`src/rtl/nslt_pkg.sv`:
```
// Shared constants, codes, command/status types and helpers for the NMEA sentence table.
package nslt_pkg;

  localparam int TABLE_ENTRIES_DEF = 32;
  localparam int LINE_BYTES_DEF    = 128;
  localparam int KEY_BYTES_DEF     = 6;

  localparam logic [15:0] TIMEOUT_RST = 16'd500;
  localparam int          MIN_LINE    = 9;

  localparam logic [7:0] CH_DOLLAR = 8'h24;
  localparam logic [7:0] CH_CR     = 8'h0D;
  localparam logic [7:0] CH_LF     = 8'h0A;

  localparam logic [1:0] MODE_BYTE = 2'd0;
  localparam logic [1:0] MODE_TICK = 2'd1;
  localparam logic [1:0] MODE_READ = 2'd2;

  localparam logic [2:0] ST_REPLACED = 3'd0;
  localparam logic [2:0] ST_EMPTY    = 3'd1;
  localparam logic [2:0] ST_EVICTED  = 3'd2;
  localparam logic [2:0] ST_SHORT    = 3'd3;
  localparam logic [2:0] ST_BAD_HEX  = 3'd4;
  localparam logic [2:0] ST_MISMATCH = 3'd5;
  localparam logic [2:0] ST_TIMEOUT  = 3'd6;

  typedef struct packed {
    logic accept;
    logic walk_step;
    logic copy_step;
    logic commit;
    logic load_out;
  } cmd_t;

  typedef struct packed {
    logic ev_read;
    logic ev_timeout;
    logic ev_end;
    logic line_ok;
    logic walk_last;
    logic copy_last;
    logic out_free;
  } sts_t;

  // {valid, value} of one ASCII hex digit, either case
  function automatic logic [4:0] hex_digit(input logic [7:0] c);
    logic [4:0] r;
    r = 5'd0;
    if (c >= 8'h30 && c <= 8'h39) r = {1'b1, 4'(c - 8'h30)};
    else if (c >= 8'h41 && c <= 8'h46) r = {1'b1, 4'(c - 8'h37)};
    else if (c >= 8'h61 && c <= 8'h66) r = {1'b1, 4'(c - 8'h57)};
    return r;
  endfunction

endpackage

```
`src/rtl/nslt_ctrl.sv`:
```
// Sequencing state machine: accept, table walk, copy, commit, result hand-off.
module nslt_ctrl import nslt_pkg::*; (
  input  logic clk,
  input  logic rst,
  input  logic in_valid,
  output logic in_ready,
  input  sts_t sts,
  output cmd_t cmd
);

  typedef enum logic [2:0] {S_IDLE, S_WALK, S_COPY, S_COMMIT, S_RESULT} state_t;
  state_t state;

  assign in_ready      = (state == S_IDLE);
  assign cmd.accept    = in_valid && (state == S_IDLE);
  assign cmd.walk_step = (state == S_WALK);
  assign cmd.copy_step = (state == S_COPY);
  assign cmd.commit    = (state == S_COMMIT);
  assign cmd.load_out  = (state == S_RESULT) && sts.out_free;

  always_ff @(posedge clk) begin
    if (rst) begin
      state <= S_IDLE;
    end else begin
      unique case (state)
        S_IDLE: begin
          if (in_valid) begin
            if (sts.ev_read || sts.ev_timeout) state <= S_RESULT;
            else if (sts.ev_end) state <= sts.line_ok ? S_WALK : S_RESULT;
          end
        end
        S_WALK:   if (sts.walk_last) state <= S_COPY;
        S_COPY:   if (sts.copy_last) state <= S_COMMIT;
        S_COMMIT: state <= S_RESULT;
        S_RESULT: if (sts.out_free) state <= S_IDLE;
        default:  state <= S_IDLE;
      endcase
    end
  end

endmodule

```
`config.mk`:
```
export PLATFORM = sky130hd
export DESIGN_NAME = nslt_ctrl
export DESIGN_NICKNAME = d
export VERILOG_FILES = /design/src/rtl/nslt_pkg.sv /design/src/rtl/nslt_ctrl.sv
export SDC_FILE = /design/constraint.sdc
export NUM_CORES = 1
export LEC_CHECK = 0
export ABC_AREA = 1
export BUFFER_PORTS_ARGS = -buffer_cell sky130_fd_sc_hd__buf_4
export CORE_AREA = 4 4 41 43
export DETAILED_ROUTE_END_ITERATION = 10
export DIE_AREA = 0 0 45 47
export PLACE_DENSITY = 0.56
export SKIP_CTS_REPAIR_TIMING = 1
export SLEW_MARGIN = 20
export SYNTH_ARGS = -nofsm -noshare
export SYNTH_HDL_FRONTEND = slang
export SYNTH_SLANG_ARGS = --single-unit
```
`constraint.sdc`:
```
create_clock -name clk -period 1.1 [get_ports clk]
set_clock_uncertainty 0.1 [all_clocks]
set_input_delay 0.22 -clock clk [delete_from_list [all_inputs] [get_ports clk]]
set_output_delay 0.22 -clock clk [all_outputs]
set_load 0.01 [all_outputs]
```
==> results of run 1 <==
[cells in the final DEF, fill, tap and decap left out, drive strengths merged]
master and n:
and3 1, buf 21, clkbuf 4, dfxtp 3
inv 11, nand2 13, nand3 5, nor2 9
nor4 1, o21a 1, o21ai 3
[layout make-up]
| type | instances | area share |
|---|---|---|
| Multi-Input combinational cell | 33 | 0.370 |
| Timing Repair Buffer | 21 | 0.316 |
| Sequential cell | 3 | 0.135 |
| Inverter | 11 | 0.0907 |
| Clock buffer | 4 | 0.0515 |
| Tap cell | 15 | 0.0368 |
[cells in the mapped netlist (all sizes together)]
cell type	n	area share
and3	1	0.023
clkinv	1	0.014
nor2	9	0.17
o21a	1	0.027
o21ai	3	0.054
nand3	5	0.13
nand2	13	0.21
nor4	1	0.023
dfxtp	3	0.22
inv	10	0.14
[power by group]
part	leakage (nW)	switching (mW)	internal, mW	total [mW]
registers	0.0264	0.0859	0.177	0.262
clock network	0.0150	0.0591	0.136	0.195
logic	0.256	0.439	0.437	0.875
[routing by layer]
metal / GRT usage / vias to the layer above / routed length (um)
li1: - / 195 / -
met1: 0.0794 / 155 / 327
met2: 0.138 / 7 / 411
met3: 0.0460 / 0 / 52
met4: 0.0175 / 0 / 0
met5: 0 / - / 0
[critical path, delay by kind of cell, from the launching register on]
kind | cells | cell delay (ns)
buffers and inverters | 2 | 0.19
flip-flops | 1 | 0.36
AND/OR/NAND/NOR | 2 | 0.25
[stage by stage]
step	TNS (ns)	total power [mW]	setup WS (ns)	hold WS (ns)	area (um^2)
global route	-2.37	1.45	-0.321	0.138	510
finish	-1.77	1.33	-0.247	0.136	510
floorplan	-0.0706	0.726	-0.0465	0.270	292
global placement	-0.256	1.05	-0.0943	0.372	460
CTS	-1.66	1.24	-0.284	0.138	487
detailed placement	-0.221	1.04	-0.0897	0.383	460
[final timing paths]
check	end	slack (ns)	start	cells past startpoint
worst max register to register	state[2]$_SDFFE_PP0P_	-0.22	state[0]$_SDFFE_PP0P_	9
worst max-delay path	in_ready	-0.25	state[0]$_SDFFE_PP0P_	4
worst min register to register	state[2]$_SDFFE_PP0P_	0.50	state[2]$_SDFFE_PP0P_	4
worst min-delay path	state[0]$_SDFFE_PP0P_	0.14	rst	3
[logic make-up after synthesis]
kind of cell | count (synthesis) | synth area share
and+or+nand+nor | 29 | 0.552
buffers and inverters | 11 | 0.149
AOI/OAI and AO/OA | 4 | 0.0814
DFF | 3 | 0.217
==> tab_implementation.tex, run 1 <==
\begin{tabular}{lr}
\hline
Metric & Value \\
\hline
\multicolumn{2}{l}{\textbf{Status}} \\
Run status & finished, violations left \\
Violations in the final reports & negative setup slack \\
\multicolumn{2}{l}{\textbf{Die}} \\
Placement Rows & 13 \\
Die Y-Extent & between 40 and 50 um \\
Die area & 0.00212 mm\^{}2 \\
Total core area & 0.00130 mm\^{}2 \\
IO Count & 16 \\
Die Span X & $\sim$45 um \\
Starting Density & 0.212 \\
\multicolumn{2}{l}{\textbf{Placed design}} \\
Cell count after placement & between 80 and 90 \\
Post-DP HPWL & 619 um \\
Number of buffers inserted by port buffering & 15 \\
Final RePlAce weighted congestion & between 0.7 and 0.8 \\
\multicolumn{2}{l}{\textbf{Job}} \\
Max-cap violation count & 0 \\
\multicolumn{2}{l}{\textbf{Power and ir drop}} \\
Cell leakage power & 0.297 nW \\
Worst IR drop on VDD & approximately 0.0012 V \\
Pwr dens & about 2600 mW/mm\^{}2 \\
\multicolumn{2}{l}{\textbf{Timing}} \\
Final hold violation count & 0 \\
Setup ws final & -0.247 ns \\
Unrepaired setup endpoints after global routing & true \\
Min Tclk post-route & approximately 1.3 ns \\
Final setup violating endpoints & 9 \\
Slew @ Worst Pin & around 0.18 ns \\
Final critical-path share of the clock period & 1.22 \\
Total count of max-transition violations in the final report & 0 \\
Slew headroom & 0.877 \\
F\_max & between 700 and 800 MHz \\
\multicolumn{2}{l}{\textbf{Setup path}} \\
Most used cell along the critical path & sky130\_fd\_sc\_hd\_\_nor2\_4 \\
Crit-path cells & nor2\_4 -> inv\_2 -> nor2\_4 -> buf\_6 \\
Data arrival time of the critical path & 1.03 ns \\
Data required time of the worst path & just under 0.8 ns \\
Maximum single-stage delay on the critical path & between 0.3 and 0.4 ns \\
Highest-delay cell along the critical path & sky130\_fd\_sc\_hd\_\_dfxtp\_4 \\
Capturing element type of the critical path & output port \\
Critical Path Fanout Max & 5 \\
Crit path kind & reg -> out \\
Setup crit start kind & register \\
\multicolumn{2}{l}{\textbf{Synth}} \\
Sequential share of the synthesized area & 0.217 \\
Post-Syn Area per Cell & slightly below 6 um\^{}2 \\
Synthesized instance count & between 40 and 50 \\
Number of nets produced by synthesis & 57 \\
FF+latch count, synth & 3 \\
Synth Warn \# & 0 \\
Combined area of all synthesized cells & $\sim$280 um\^{}2 \\
Cell variety after synth & 17 \\
\multicolumn{2}{l}{\textbf{Detailed routing}} \\
Count of TritonRoute iterations in the first routing pass & 2 \\
Wire length per cell after detailed routing & between 9 and 10 um \\
Drt via density & about 4.1 \\
Number of design rule violations left after detail routing & 0 \\
Via count & between 300 and 400 \\
Antenna Violating Nets Remaining & 0 \\
Total Wirelength & 791 um \\
DRT iter0 DRCs & 2 \\
\multicolumn{2}{l}{\textbf{Layout}} \\
Largest register by flop count & state \\
Diode count & 0 \\
Count of non-filler cells in the finished layout & just under 90 \\
Final \#Nets & 83 \\
Total area of sequential cells & around 69 um\^{}2 \\
Growth of design area from synthesis to finish & 84.6\% \\
Max reg flops & 3 \\
Largest registers & state (3) \\
Post-route core utilization & 0.392 \\
Multi-input combinational cell area & around 190 um\^{}2 \\
Share of cells above drive strength 1 & 0.569 \\
Filler cell count in the final layout & 153 \\
\multicolumn{2}{l}{\textbf{Clocking}} \\
H-Tree Level Count & 1 \\
CTS Buf Count & 3 \\
Clock-pin slew reported for the worst setup and hold paths after clock tree synthesis & about 0.04 ns \\
Later-pin clock latency in the skew report & roughly 0.23 ns \\
Clock tree from TritonCTS & yes \\
Clock root buffer & sky130\_fd\_sc\_hd\_\_clkbuf\_4 \\
CTS max path bufs & 2 \\
Total clock sinks & 3 \\
\multicolumn{2}{l}{\textbf{GRT}} \\
First-pass GRT wire length & $\sim$1200 um \\
Aggregate global routing overflow & 0 \\
Initial antenna violation count & 0 \\
Total GRT Usage & 0.0781 \\
Pin count of the biggest net entering global routing & 6 \\
Number of global-route vias before repair & 328 \\
\multicolumn{2}{l}{\textbf{Worst hold path}} \\
Class of the tightest hold or removal check & in -> reg \\
\hline
\end{tabular}
No activity file was read; power rests on OpenSTA's default activity.
==> inputs of run 2 (changes only) <==
CTS_BUF_LIST = sky130_fd_sc_hd__clkbuf_4   (was unset)
==> run 2 against run 1 <==
The flow still finishes with violations (negative setup slack). Power grew 1.4%. Combinational power shrank 0.7%. Clock power grew 12%. Die area is the same. Non-clock buffer count is the same. Maximum frequency grew 0.79%. Via count shrank 0.84%. Final cell count is the same. Worst hold slack is essentially flat. Register-to-register slack is essentially flat. Setup slack gained 0.011 ns.
==> tab_implementation.tex, run 2 (synthesis results as in run 1) <==
\begin{tabular}{lr}
\hline
Metric & Value \\
\hline
\multicolumn{2}{l}{\textbf{Status}} \\
Run status & finished, violations left \\
Violations in the final reports & negative setup slack \\
\multicolumn{2}{l}{\textbf{Setup path}} \\
Data arrival time of the critical path & 1.02 ns \\
Data required time of the worst path & between 0.7 and 0.8 ns \\
FF-to-FF Start & state[0]\$\_SDFFE\_PP0P\_ \\
Setup crit start kind & register \\
Family with the most delay on the worst path & flip-flops \\
Cell depth of the worst flop-to-flop path & 9 \\
Capturing element type of the critical path & output port \\
Highest-delay cell along the critical path & sky130\_fd\_sc\_hd\_\_dfxtp\_4 \\
Crit path kind & reg -> out \\
Setup slack, reg-to-reg & -0.21 ns \\
Total stage count of the critical path & 4 \\
Crit-path cells & buf\_4 -> nand2\_1 -> inv\_1 -> buf\_4 \\
Critical Path Fanout Max & 5 \\
Most used cell along the critical path & sky130\_fd\_sc\_hd\_\_buf\_4 \\
Maximum single-stage delay on the critical path & 0.36 ns \\
Reg-to-Reg End & state[2]\$\_SDFFE\_PP0P\_ \\
CP Buf/Inv Count & 3 \\
\multicolumn{2}{l}{\textbf{Die}} \\
IO Count & 16 \\
Placement Rows & 13 \\
Total core area & around 0.0013 mm\^{}2 \\
Die Y-Extent & 47 um \\
Starting Density & 0.212 \\
Die area & between 0.002 and 0.0025 mm\^{}2 \\
Die Span X & 45 um \\
\multicolumn{2}{l}{\textbf{Detailed routing}} \\
Antenna Violating Nets Remaining & 0 \\
DRT iter0 DRCs & 2 \\
Wire length per cell after detailed routing & around 9.0 um \\
Number of design rule violations left after detail routing & 0 \\
Via count & 354 \\
Drt via density & about 4 \\
Total Wirelength & 785 um \\
Count of TritonRoute iterations in the first routing pass & 2 \\
\multicolumn{2}{l}{\textbf{Layout}} \\
Growth of design area from synthesis to finish & 86.0\% \\
Most common cell after layout, fill and taps aside & sky130\_fd\_sc\_hd\_\_buf\_4 \\
Max reg flops & 3 \\
Final \#Nets & 83 \\
Post-route core utilization & 0.395 \\
Largest registers & state (3) \\
Share of cells above drive strength 1 & 0.583 \\
Total area of sequential cells & roughly 70 um\^{}2 \\
Multi-input combinational cell area & 189 um\^{}2 \\
Largest register by flop count & state \\
Top library cells by usage in the layout, fill and taps aside & sky130\_fd\_sc\_hd\_\_buf\_4 (20), sky130\_fd\_sc\_hd\_\_nand2\_1 (10), sky130\_fd\_sc\_hd\_\_inv\_1 (6), sky130\_fd\_sc\_hd\_\_nor2\_1 (6), sky130\_fd\_sc\_hd\_\_clkbuf\_4 (4) \\
Diode count & 0 \\
Filler cell count in the final layout & approximately 150 \\
\multicolumn{2}{l}{\textbf{GRT}} \\
Initial antenna violation count & 0 \\
Aggregate global routing overflow & 0 \\
Total GRT Usage & 0.0781 \\
Number of global-route vias before repair & 328 \\
Pin count of the biggest net entering global routing & 6 \\
First-pass GRT wire length & approximately 1200 um \\
\multicolumn{2}{l}{\textbf{Timing}} \\
Setup ws final & -0.236 ns \\
Min Tclk post-route & approximately 1.3 ns \\
Final setup violating endpoints & 9 \\
Slew headroom & 0.877 \\
F\_max & roughly 750 MHz \\
Slew @ Worst Pin & approximately 0.18 ns \\
Final hold violation count & 0 \\
Total count of max-transition violations in the final report & 0 \\
Unrepaired setup endpoints after global routing & true \\
Final critical-path share of the clock period & 1.21 \\
\multicolumn{2}{l}{\textbf{Clocking}} \\
Clock tree from TritonCTS & yes \\
CTS max path bufs & 2 \\
CTS Buf Count & 3 \\
H-Tree Level Count & 1 \\
Clock root buffer & sky130\_fd\_sc\_hd\_\_clkbuf\_4 \\
Later-pin clock latency in the skew report & 0.23 ns \\
Clock-pin slew reported for the worst setup and hold paths after clock tree synthesis & roughly 0.040 ns \\
Total clock sinks & 3 \\
\multicolumn{2}{l}{\textbf{Worst hold path}} \\
Hold Crit Depth & 3 \\
Worst Hold End & state[0]\$\_SDFFE\_PP0P\_ \\
Start point of the worst min-delay path & rst \\
Class of the tightest hold or removal check & in -> reg \\
\multicolumn{2}{l}{\textbf{Power and ir drop}} \\
Cell leakage power & around 0.3 nW \\
Total power & 1.35 mW \\
Worst IR drop on VDD & 0.00116 V \\
Pwr dens & $\sim$2600 mW/mm\^{}2 \\
\multicolumn{2}{l}{\textbf{Placed design}} \\
Final RePlAce weighted congestion & around 0.74 \\
Post-DP HPWL & 619 um \\
Number of buffers inserted by port buffering & 15 \\
\multicolumn{2}{l}{\textbf{Job}} \\
Max-cap violation count & 0 \\
\hline
\end{tabular}
[run 2: where the power goes]
| part | switching [mW] | internal, mW | total [mW] |
|---|---|---|---|
| logic | 0.433 | 0.437 | 0.869 |
| registers | 0.0859 | 0.177 | 0.262 |
| clock network | 0.0587 | 0.161 | 0.219 |
[run 2: how the worst max path moves through the flow]
stage	startpoint	end	slack, ns
4_1_cts	state[2]$_SDFFE_PP0P_	cmd[0]	-0.29
6_report	state[1]$_SDFFE_PP0P_	cmd[2]	-0.24
2_1_floorplan	state[2]$_SDFFE_PP0P_	state[2]$_SDFFE_PP0P_	-0.05
5_1_grt	state[0]$_SDFFE_PP0P_	cmd[2]	-0.32
3_3_place_gp	state[0]$_SDFFE_PP0P_	state[2]$_SDFFE_PP0P_	-0.09
3_5_place_dp	state[0]$_SDFFE_PP0P_	state[2]$_SDFFE_PP0P_	-0.09
[run 2: metrics by stage]
| stage | setup WS (ns) | area, um^2 | cells | TNS, ns | hold WS [ns] |
|---|---|---|---|---|---|
| after detailed placement | -0.0897 | 460 | 82 | -0.221 | 0.383 |
| final | -0.236 | 514 | 87 | -1.71 | 0.136 |
| after global placement | -0.0943 | 460 | 82 | -0.256 | 0.372 |
| after CTS | -0.285 | 490 | 86 | -1.66 | 0.138 |
| after floorplan | -0.0465 | 292 | 47 | -0.0706 | 0.270 |
| after global routing | -0.321 | 514 | 87 | -2.35 | 0.138 |
[run 2: layer usage]
layer | share of wire | up-vias | wire [um] | global-route usage
met5 | 0 | - | 0 | 0
met2 | 0.52 | 7 | 412 | 0.138
met4 | 0 | 0 | 0 | 0.0175
met3 | 0.066 | 0 | 52 | 0.0460
met1 | 0.41 | 152 | 321 | 0.0794
li1 | - | 195 | - | -
[run 2: worst min-delay path, cell delays in order]
cell,delay (ns)
sky130_fd_sc_hd__buf_4,0.08
sky130_fd_sc_hd__nor2_1,0.04
sky130_fd_sc_hd__o21a_1,0.08
[run 2: final cells by class]
cell class,instances,share of cell area
Clock buffer,4,0.0584
Tap cell,15,0.0365
Timing Repair Buffer,21,0.314
Inverter,11,0.0900
Sequential cell,3,0.134
Multi-Input combinational cell,33,0.367
